### config.mk
export PLATFORM = sky130hd
export DESIGN_NAME = fixed_block_pool_allocator_top
export DESIGN_NICKNAME = d
export VERILOG_FILES = /design/src/rtl/fbpa_pkg.sv /design/src/rtl/fixed_block_pool_allocator_top.sv
export SDC_FILE = /design/constraint.sdc
export NUM_CORES = 2
export LEC_CHECK = 0
export BUFFER_PORTS_ARGS = -buffer_cell sky130_fd_sc_hd__clkbuf_2
export CAP_MARGIN = 20
export CORE_AREA = 10 10 490 492
export CTS_CLUSTER_DIAMETER = 100
export DETAILED_ROUTE_END_ITERATION = 10
export DIE_AREA = 0 0 500 502
export GPL_ROUTABILITY_DRIVEN = 0
export GPL_TIMING_DRIVEN = 0
export HOLD_SLACK_MARGIN = 0.12
export PLACE_DENSITY_LB_ADDON = 0.08
export SYNTH_ARGS = -nofsm -noshare
export SYNTH_HDL_FRONTEND = slang
export SYNTH_SLANG_ARGS = --single-unit
### constraint.sdc
create_clock -name clk -period 13.6 [get_ports clk]
set_input_delay 0.68 -clock clk [delete_from_list [all_inputs] [get_ports clk]]
set_output_delay 0.68 -clock clk [all_outputs]
set_load 0.01 [all_outputs]
### src/rtl/fbpa_pkg.sv
// Types and constants shared by the pool allocator files
`timescale 1ns / 1ps

package fbpa_pkg;

    localparam int CHUNK_W   = 13;
    localparam int COUNT_W   = 9;
    localparam int ADDR_W    = 32;
    localparam int PADDR_W   = 4;

    localparam logic [CHUNK_W-1:0] CHUNK_MAX  = 13'd4096;

    localparam logic [CHUNK_W-1:0] CHUNK_RST  = 13'd64;
    localparam logic [COUNT_W-1:0] COUNT_RST  = 9'd256;

    // request kinds
    localparam logic KIND_ALLOC = 1'b0;
    localparam logic KIND_FREE  = 1'b1;

    // register indexes (paddr[3:2])
    localparam logic [1:0] REG_POOL_BASE   = 2'd0;
    localparam logic [1:0] REG_CHUNK_BYTES = 2'd1;
    localparam logic [1:0] REG_POOL_CHUNKS = 2'd2;

    typedef enum logic [1:0] {
        ST_OK        = 2'd0,
        ST_TOO_LARGE = 2'd1,
        ST_EXHAUSTED = 2'd2,
        ST_BAD_ADDR  = 2'd3
    } status_t;

    typedef enum logic [1:0] {
        S_SWEEP,
        S_IDLE,
        S_CALC,
        S_FINISH
    } state_t;

    typedef struct packed {
        logic               kind;
        logic [CHUNK_W-1:0] req_size;
        logic [ADDR_W-1:0]  address;
    } req_t;

    typedef struct packed {
        status_t            status;
        logic [ADDR_W-1:0]  granted_address;
    } rsp_t;

endpackage

### src/rtl/fixed_block_pool_allocator_top.sv
// Fixed-size block pool allocator with a LIFO free list
`timescale 1ns / 1ps

// Usage
//   req channel (req_valid/req_ready/req): one request per handshake, either
//   an allocate (kind 0, req_size) or a free (kind 1, address).
//   rsp channel (rsp_valid/rsp_ready/rsp): at most one response per request,
//   status plus the granted user address (zero unless an allocate succeeds).
//   APB port: pool_base at 0x0, chunk_bytes at 0x4, pool_chunks at 0x8;
//   writing chunk_bytes or pool_chunks re-links the free list.
// Sequencing (one shared 33-bit add/subtract unit, one step a cycle)
//   Allocate: shift-add of head*chunk, one step per bit of the chunk index;
//   the response loads from S_FINISH once the output register is free.
//   Free: overflow step plus log2(MAX_CHUNKS) restoring-divide steps; an
//   address whose quotient overflows QW bits ends after the overflow step.
//   Size and exhaustion failures skip S_CALC and load from S_FINISH.
//   req_ready is high only while the sequencer is idle.
// Reset and relink (APB writes are taken as ever)
//   After reset and after each relink write a sweep writes every link entry
//   with req_ready low; an unanswered request in the sequencer is dropped.
// Stall
//   The response sits in an output register; a new request can be accepted
//   while it waits. A second response waits in the sequencer until taken.
module fixed_block_pool_allocator_top
    import fbpa_pkg::*;
#(
    parameter int MAX_CHUNKS   = 256,
    parameter int HEADER_BYTES = 8
)
(
    input  logic               clk,
    input  logic               rst_n,
    input  logic               req_valid,
    output logic               req_ready,
    input  req_t               req,
    output logic               rsp_valid,
    input  logic               rsp_ready,
    output rsp_t               rsp,
    input  logic               psel,
    input  logic               penable,
    input  logic               pwrite,
    input  logic [PADDR_W-1:0] paddr,
    input  logic [31:0]        pwdata,
    output logic [31:0]        prdata,
    output logic               pready
);

    // index widths: QW addresses a chunk, IDX_W also holds the null link
    localparam int QW     = $clog2(MAX_CHUNKS);
    localparam int IDX_W  = QW + 1;
    localparam int STEP_W = $clog2(QW + 1);
    localparam int CMP_W  = (IDX_W > COUNT_W) ? IDX_W : COUNT_W;

    localparam logic [IDX_W-1:0]   NULL_LINK  = IDX_W'(MAX_CHUNKS);
    localparam logic [QW-1:0]      SWEEP_LAST = QW'(MAX_CHUNKS - 1);
    localparam logic [CHUNK_W-1:0] CHUNK_MIN  = CHUNK_W'(HEADER_BYTES + 1);
    localparam logic [CHUNK_W-1:0] HDR_C      = CHUNK_W'(HEADER_BYTES);
    localparam logic [ADDR_W-1:0]  HDR_A      = ADDR_W'(HEADER_BYTES);

    // configuration
    logic [ADDR_W-1:0]  pool_base_reg;
    logic [CHUNK_W-1:0] chunk_bytes_reg;
    logic [COUNT_W-1:0] pool_chunks_reg;

    // control
    state_t             state_reg, state_next;
    logic [IDX_W-1:0]   head_reg, head_next;
    logic [QW-1:0]      sweep_reg, sweep_next;
    logic               rsp_valid_reg, rsp_valid_next;

    // payload / working registers
    logic               kind_reg, kind_next;
    status_t            status_reg, status_next;
    logic [ADDR_W-1:0]  acc_reg, acc_next;
    logic [QW-1:0]      quo_reg, quo_next;
    logic [QW-1:0]      mul_reg, mul_next;
    logic [STEP_W-1:0]  step_reg, step_next;
    rsp_t               rsp_reg, rsp_next;

    // link memory
    logic [IDX_W-1:0]   link_mem [MAX_CHUNKS];
    logic [IDX_W-1:0]   rd_data_reg;
    logic               mem_we;
    logic [QW-1:0]      mem_waddr;
    logic [IDX_W-1:0]   mem_wdata;
    logic               mem_re;

    // derived values
    logic [CHUNK_W-1:0] chunk_eff;
    logic [CMP_W-1:0]   count_cmp;
    logic [IDX_W-1:0]   count_eff;
    logic               cfg_wr;
    logic [1:0]         cfg_idx;
    logic               relink;
    logic               accept;
    logic               too_large;
    logic               exhausted;
    logic [IDX_W-1:0]   sweep_link;
    logic               calc_done;
    logic               fin_go;
    logic               free_ok;

    // shared add/subtract unit
    logic [ADDR_W-1:0]  shifted;
    logic               unit_sub;
    logic [ADDR_W:0]    unit_sum;
    logic               unit_ge;

    //--------------------------------------------------------------------
    // APB
    //--------------------------------------------------------------------
    assign pready  = 1'b1;
    assign cfg_idx = paddr[PADDR_W-1:2];
    assign cfg_wr  = psel & penable & pwrite & pready;
    assign relink  = cfg_wr && ((cfg_idx == REG_CHUNK_BYTES) ||
                                (cfg_idx == REG_POOL_CHUNKS));

    always_comb
    begin
        unique case (cfg_idx)
            REG_POOL_BASE:   prdata = pool_base_reg;
            REG_CHUNK_BYTES: prdata = 32'(chunk_bytes_reg);
            REG_POOL_CHUNKS: prdata = 32'(pool_chunks_reg);
            default:         prdata = '0;
        endcase
    end

    always_ff @(posedge clk or negedge rst_n)
    begin
        if (!rst_n)
        begin
            pool_base_reg   <= '0;
            chunk_bytes_reg <= CHUNK_RST;
            pool_chunks_reg <= COUNT_RST;
        end
        else if (cfg_wr)
        begin
            unique case (cfg_idx)
                REG_POOL_BASE:   pool_base_reg   <= pwdata;
                REG_CHUNK_BYTES: chunk_bytes_reg <= pwdata[CHUNK_W-1:0];
                REG_POOL_CHUNKS: pool_chunks_reg <= pwdata[COUNT_W-1:0];
                default:         ;
            endcase
        end
    end

    // out-of-range settings are clamped
    always_comb
    begin
        if (chunk_bytes_reg < CHUNK_MIN)
            chunk_eff = CHUNK_MIN;
        else if (chunk_bytes_reg > CHUNK_MAX)
            chunk_eff = CHUNK_MAX;
        else
            chunk_eff = chunk_bytes_reg;

        if (pool_chunks_reg == '0)
            count_cmp = CMP_W'(1);
        else if (CMP_W'(pool_chunks_reg) > CMP_W'(MAX_CHUNKS))
            count_cmp = CMP_W'(MAX_CHUNKS);
        else
            count_cmp = CMP_W'(pool_chunks_reg);
        count_eff = IDX_W'(count_cmp);
    end

    //--------------------------------------------------------------------
    // Request decode
    //--------------------------------------------------------------------
    assign req_ready = (state_reg == S_IDLE);
    assign accept    = req_valid & req_ready;
    assign too_large = (req.req_size > (chunk_eff - HDR_C));
    assign exhausted = (head_reg >= count_eff) || (head_reg >= NULL_LINK);

    //--------------------------------------------------------------------
    // Shared unit: add for the grant multiply, subtract for the divide
    //--------------------------------------------------------------------
    assign shifted  = ADDR_W'(chunk_eff) << step_reg;
    assign unit_sub = (kind_reg == KIND_FREE);
    assign unit_sum = {1'b0, acc_reg} + {1'b0, (unit_sub ? ~shifted : shifted)}
                      + (ADDR_W + 1)'(unit_sub);
    assign unit_ge  = unit_sum[ADDR_W];

    // free: the top step only checks that the quotient fits QW bits
    assign calc_done = (step_reg == '0) ||
                       (unit_sub && (step_reg == STEP_W'(QW)) && unit_ge);

    assign fin_go  = (state_reg == S_FINISH) && (!rsp_valid_reg || rsp_ready);
    assign free_ok = (status_reg == ST_OK) && (acc_reg == '0) &&
                     (IDX_W'(quo_reg) < count_eff);

    assign sweep_link = ((IDX_W'(sweep_reg) + IDX_W'(1)) < count_eff) ?
                        (IDX_W'(sweep_reg) + IDX_W'(1)) : NULL_LINK;

    //--------------------------------------------------------------------
    // Sequencer: next state
    //--------------------------------------------------------------------
    always_comb
    begin
        state_next = state_reg;
        unique case (state_reg)
            S_SWEEP:
                if (sweep_reg == SWEEP_LAST)
                    state_next = S_IDLE;
            S_IDLE:
                if (accept)
                begin
                    if (req.kind == KIND_FREE)
                        state_next = S_CALC;
                    else if (too_large || exhausted)
                        state_next = S_FINISH;
                    else
                        state_next = S_CALC;
                end
            S_CALC:
                if (calc_done)
                    state_next = S_FINISH;
            S_FINISH:
                if (fin_go)
                    state_next = S_IDLE;
            default:
                state_next = S_SWEEP;
        endcase
        if (relink)
            state_next = S_SWEEP;
    end

    //--------------------------------------------------------------------
    // Sequencer: datapath controls
    //--------------------------------------------------------------------
    always_comb
    begin
        head_next      = head_reg;
        sweep_next     = sweep_reg;
        rsp_valid_next = rsp_valid_reg;
        kind_next      = kind_reg;
        status_next    = status_reg;
        acc_next       = acc_reg;
        quo_next       = quo_reg;
        mul_next       = mul_reg;
        step_next      = step_reg;
        rsp_next       = rsp_reg;
        mem_we         = 1'b0;
        mem_waddr      = sweep_reg;
        mem_wdata      = sweep_link;
        mem_re         = 1'b0;

        if (rsp_valid_reg && rsp_ready)
            rsp_valid_next = 1'b0;

        unique case (state_reg)
            S_SWEEP:
            begin
                mem_we     = 1'b1;
                sweep_next = sweep_reg + QW'(1);
            end
            S_IDLE:
                if (accept)
                begin
                    kind_next   = req.kind;
                    status_next = ST_OK;
                    quo_next    = '0;
                    mul_next    = head_reg[QW-1:0];
                    if (req.kind == KIND_FREE)
                    begin
                        acc_next  = req.address - pool_base_reg - HDR_A;
                        step_next = STEP_W'(QW);
                    end
                    else
                    begin
                        acc_next  = pool_base_reg + HDR_A;
                        step_next = STEP_W'(QW - 1);
                        mem_re    = 1'b1;
                        if (too_large)
                            status_next = ST_TOO_LARGE;
                        else if (exhausted)
                            status_next = ST_EXHAUSTED;
                    end
                end
            S_CALC:
            begin
                step_next = step_reg - STEP_W'(1);
                if (unit_sub)
                begin
                    if (step_reg == STEP_W'(QW))
                    begin
                        if (unit_ge)
                            status_next = ST_BAD_ADDR;
                    end
                    else
                    begin
                        if (unit_ge)
                            acc_next = unit_sum[ADDR_W-1:0];
                        quo_next = QW'({quo_reg, unit_ge});
                    end
                end
                else
                begin
                    if (mul_reg[QW-1])
                        acc_next = unit_sum[ADDR_W-1:0];
                    mul_next = mul_reg << 1;
                end
            end
            S_FINISH:
                if (fin_go)
                begin
                    rsp_valid_next = 1'b1;
                    if (kind_reg == KIND_FREE)
                    begin
                        rsp_next.status          = free_ok ? ST_OK : ST_BAD_ADDR;
                        rsp_next.granted_address = '0;
                        if (free_ok)
                        begin
                            mem_we    = 1'b1;
                            mem_waddr = quo_reg;
                            mem_wdata = head_reg;
                            head_next = IDX_W'(quo_reg);
                        end
                    end
                    else
                    begin
                        rsp_next.status = status_reg;
                        if (status_reg == ST_OK)
                        begin
                            rsp_next.granted_address = acc_reg;
                            head_next                = rd_data_reg;
                        end
                        else
                        begin
                            rsp_next.granted_address = '0;
                        end
                    end
                end
            default: ;
        endcase

        if (relink)
        begin
            sweep_next = '0;
            head_next  = '0;
        end
    end

    //--------------------------------------------------------------------
    // Registers
    //--------------------------------------------------------------------
    always_ff @(posedge clk or negedge rst_n)
    begin
        if (!rst_n)
        begin
            state_reg     <= S_SWEEP;
            head_reg      <= '0;
            sweep_reg     <= '0;
            rsp_valid_reg <= 1'b0;
        end
        else
        begin
            state_reg     <= state_next;
            head_reg      <= head_next;
            sweep_reg     <= sweep_next;
            rsp_valid_reg <= rsp_valid_next;
        end
    end

    always_ff @(posedge clk)
    begin
        kind_reg   <= kind_next;
        status_reg <= status_next;
        acc_reg    <= acc_next;
        quo_reg    <= quo_next;
        mul_reg    <= mul_next;
        step_reg   <= step_next;
        rsp_reg    <= rsp_next;
    end

    // link store: one write, one registered read
    always_ff @(posedge clk)
    begin
        if (mem_we)
            link_mem[mem_waddr] <= mem_wdata;
        if (mem_re)
            rd_data_reg <= link_mem[head_reg[QW-1:0]];
    end

    assign rsp_valid = rsp_valid_reg;
    assign rsp       = rsp_reg;

endmodule

==> metrics <==
Die Wd 500 um; Design Area, Final 119000 um2; Root Driver clkbuf_16; TritonCTS clock tree done; initial drt markers 6358; vias post-DR 54600; Rel. slew slack 0.178; Starting Density 0.448; number of distinct library cells after synthesis 77; area delta synth->final 15.1%; RSZ-0062 raised after global routing false; M1 WL 129000 um; Slew @ Worst Pin 1230 ps; max reg flops 2304; Seq/Total Area, Yosys 0.718; crit-path max FO 18; Avg Inst Size Synth 19.8 um2; Reg2Reg Depth 22; cell area after synthesis 103000 um2; Worst IR Drop VDD 231 uV; final hold violations 0; vias in the first global route 54100; Top Layer Used met5; fill count 18300; Worst Setup End Kind register; # port buffers 154; Die Area 251000 um2; reg2reg start chunk_bytes_reg[8]$_DFFE_PN0P_; placed cell count 8474; Met2 Wirelength 142000 um; core footprint 230000 um2; Period Utilization, post-route 0.490; gr usage total 0.239; Die Ht 502 um; latest clock arrival within the worst-skew pair 930 ps; synthesized instance count 5211; reg-to-reg slack, setup 6940 ps; Final #Nets 6021; Routed WL per cell 33.6 um; first-pass iteration count of the detailed router 6; Final setup viols 0; I/O pin count 158; Detail Placement HPWL 213000 um; PwrDens 226 nW/um2; Leakage 38.5 nW; cts repair resizes 0; synthesis-stage register bit count 2476; Setup CP Type register to register; clock sinks 2476; FF-to-FF End acc_reg[19]$_DFFE_PP_; Pins Over Slew Limit 0; max cap viols 0; non-filler instance count after layout 9020; synth warn 0; grt ovf 0; fraction of registers with async set or reset after synthesis 0.0299; initial antenna violation count 21; CP Launch Type register; arrival time worst endpoint 7250 ps; Fmax 150 MHz; Setup Skew 69.4 ps; placed inst area 109000 um2; CTS max path bufs 4; maximum number of pins on one net before global-route repair 89; number of enable flip-flop cells after synthesis 2402; row count 176; DR WL met3 21300 um; Post-synth top flop edfxtp_1; min cycle time layout 6660 ps; CTS clk-pin slew, worst paths 60 ps; TritonCTS Buffers 285; final WL 303000 um; DRC errors left 0; Post-DRT Antenna Nets 0; outcome finished clean; setup TNS 0 ps; first-pass GRT wire length 426000 um; share of layout cells above drive strength 1 0.260; post-layout util 0.516; Worst Path Required 14190 ps; Vias/cell 6.05; Min-Delay Path Class input port to async pin; Max H-tree Level 5
## cell usage after synthesis (all sizes together), types with 4 or more instances
cell type / n / area [um2]
o21bai: 6 / 45.0
a2111oi: 4 / 41.3
nand3: 40 / 205
o22ai: 6 / 43.8
clkbuf: 168 / 631
inv: 130 / 488
a22oi: 6 / 45.0
o31ai: 6 / 45.0
a211o: 5 / 43.8
nor4: 23 / 150
nand2b: 38 / 238
mux2: 67 / 754
a211oi: 20 / 155
edfxtp: 2402 / 72100
a21boi: 4 / 30.0
o21a: 20 / 150
buf: 111 / 499
a31oi: 13 / 81.3
nor2: 380 / 1430
a22o: 6 / 52.6
xnor2: 68 / 596
nor2b: 17 / 106
o21ai: 90 / 450
xor2: 56 / 490
o2111ai: 4 / 35.0
ha: 141 / 1760
nand4: 22 / 138
mux4: 768 / 17300
nand2: 137 / 514
and3: 18 / 113
dfrtp: 72 / 1800
o211ai: 10 / 75.1
nor3: 41 / 205
and2: 63 / 394
nand3b: 6 / 45.0
a21oi: 114 / 571
a21o: 46 / 345
or3: 8 / 50.1
a222oi: 9 / 90.1
mux2i: 23 / 230
o211a: 4 / 40.0
## critical path: stages, from the launching register on
cell	delay, ps
dfrtp_1	350
clkbuf_1	250
nor4_1	580
nand3_1	170
o41ai_2	570
clkbuf_1	460
nand3_1	150
o21ai_0	170
nor2_1	70
a21o_1	180
xnor2_1	140
ha_1	420
nand2_1	70
nor2_1	170
a21boi_0	290
o2111ai_1	130
a21oi_1	290
o22ai_2	150
o221ai_1	210
o21a_1	410
nand3_1	190
a31oi_4	650
buf_16	240
## cell families (layout without fill, tap and decap cells)
| family | after synthesis | in the layout | share of synthesized area |
|---|---|---|---|
| buffers and inverters | 412 | 1181 | 0.0158 |
| AOI/OAI and AO/OA | 393 | 393 | 0.0246 |
| other | 1 | 15 | 0.0000364 |
| and+or+nand+nor | 804 | 804 | 0.0357 |
| muxes | 858 | 858 | 0.177 |
| DFF | 2476 | 2476 | 0.718 |
| xor gates and xnor gates | 124 | 124 | 0.0105 |
| adders and majority gates | 143 | 143 | 0.0175 |
## layer usage
layer,global-route usage,vias to the layer above
li1,-,22500
met1,0.340,29300
met2,0.377,2252
met3,0.0415,486
met4,0.0792,2
met5,0,-
## report_power, final
| part | total (W) | switching (W) | internal (W) |
|---|---|---|---|
| Sequential | 0.0101 | 0.000211 | 0.00993 |
| Combinational | 0.00949 | 0.00593 | 0.00355 |
| Clock | 0.00712 | 0.00298 | 0.00414 |
## layout make-up
type / instances / area, um2 / area share
Sequential cell: 2476 / 74000 / 0.624
Multi-Input combinational cell: 2324 / 27500 / 0.232
Clock buffer: 341 / 7470 / 0.0630
Tap cell: 3026 / 3790 / 0.0319
Timing Repair Buffer: 290 / 3110 / 0.0263
Buffer: 279 / 1160 / 0.00977
Clock inverter: 138 / 998 / 0.00842
Inverter: 133 / 499 / 0.00421
Antenna cell: 13 / 32.5 / 0.000274
## repair_timing
action,4_1_cts,5_1_grt
endpoints found under the hold margin,127,0
setup buffers,0,0
hold buffers,34,0
## metrics by stage
step | setup WS, ps | hold slack [ps] | total power, W
2_1_floorplan | 2640 | 384 | 0.0158
3_3_place_gp | -8210 | 519 | 0.0193
3_5_place_dp | 7090 | 522 | 0.0198
4_1_cts | 7030 | 208 | 0.0269
5_1_grt | 6580 | 254 | 0.0277
6_report | 6940 | 279 | 0.0267
## worst max-delay path by stage
| stage | startpoint | to | slack, ps | depth (start not counted) |
|---|---|---|---|---|
| floorplan | rsp_ready | link_mem[0][0]$_DFFE_PP_ | 2640 | 9 |
| global placement | rsp_ready | link_mem[126][0]$_DFFE_PP_ | -8210 | 10 |
| detailed placement | chunk_bytes_reg[8]$_DFFE_PN0P_ | acc_reg[29]$_DFFE_PP_ | 7090 | 21 |
| CTS | chunk_bytes_reg[8]$_DFFE_PN0P_ | acc_reg[19]$_DFFE_PP_ | 7030 | 21 |
| global route | chunk_bytes_reg[8]$_DFFE_PN0P_ | acc_reg[23]$_DFFE_PP_ | 6580 | 22 |
| finish | chunk_bytes_reg[8]$_DFFE_PN0P_ | acc_reg[19]$_DFFE_PP_ | 6940 | 22 |
## cell usage in the layout (no fill, tap or decap), drive strengths merged, types with 41 or more instances in the layout
cell / n
a21o: 46
a21oi: 114
and2: 63
buf: 212
clkbuf: 664
clkinv: 114
dfrtp: 72
edfxtp: 2402
ha: 141
inv: 140
mux2: 67
mux4: 768
nand2: 137
nor2: 380
nor3: 41
o21ai: 90
xnor2: 68
xor2: 56
(Power assumes the default switching activity.)
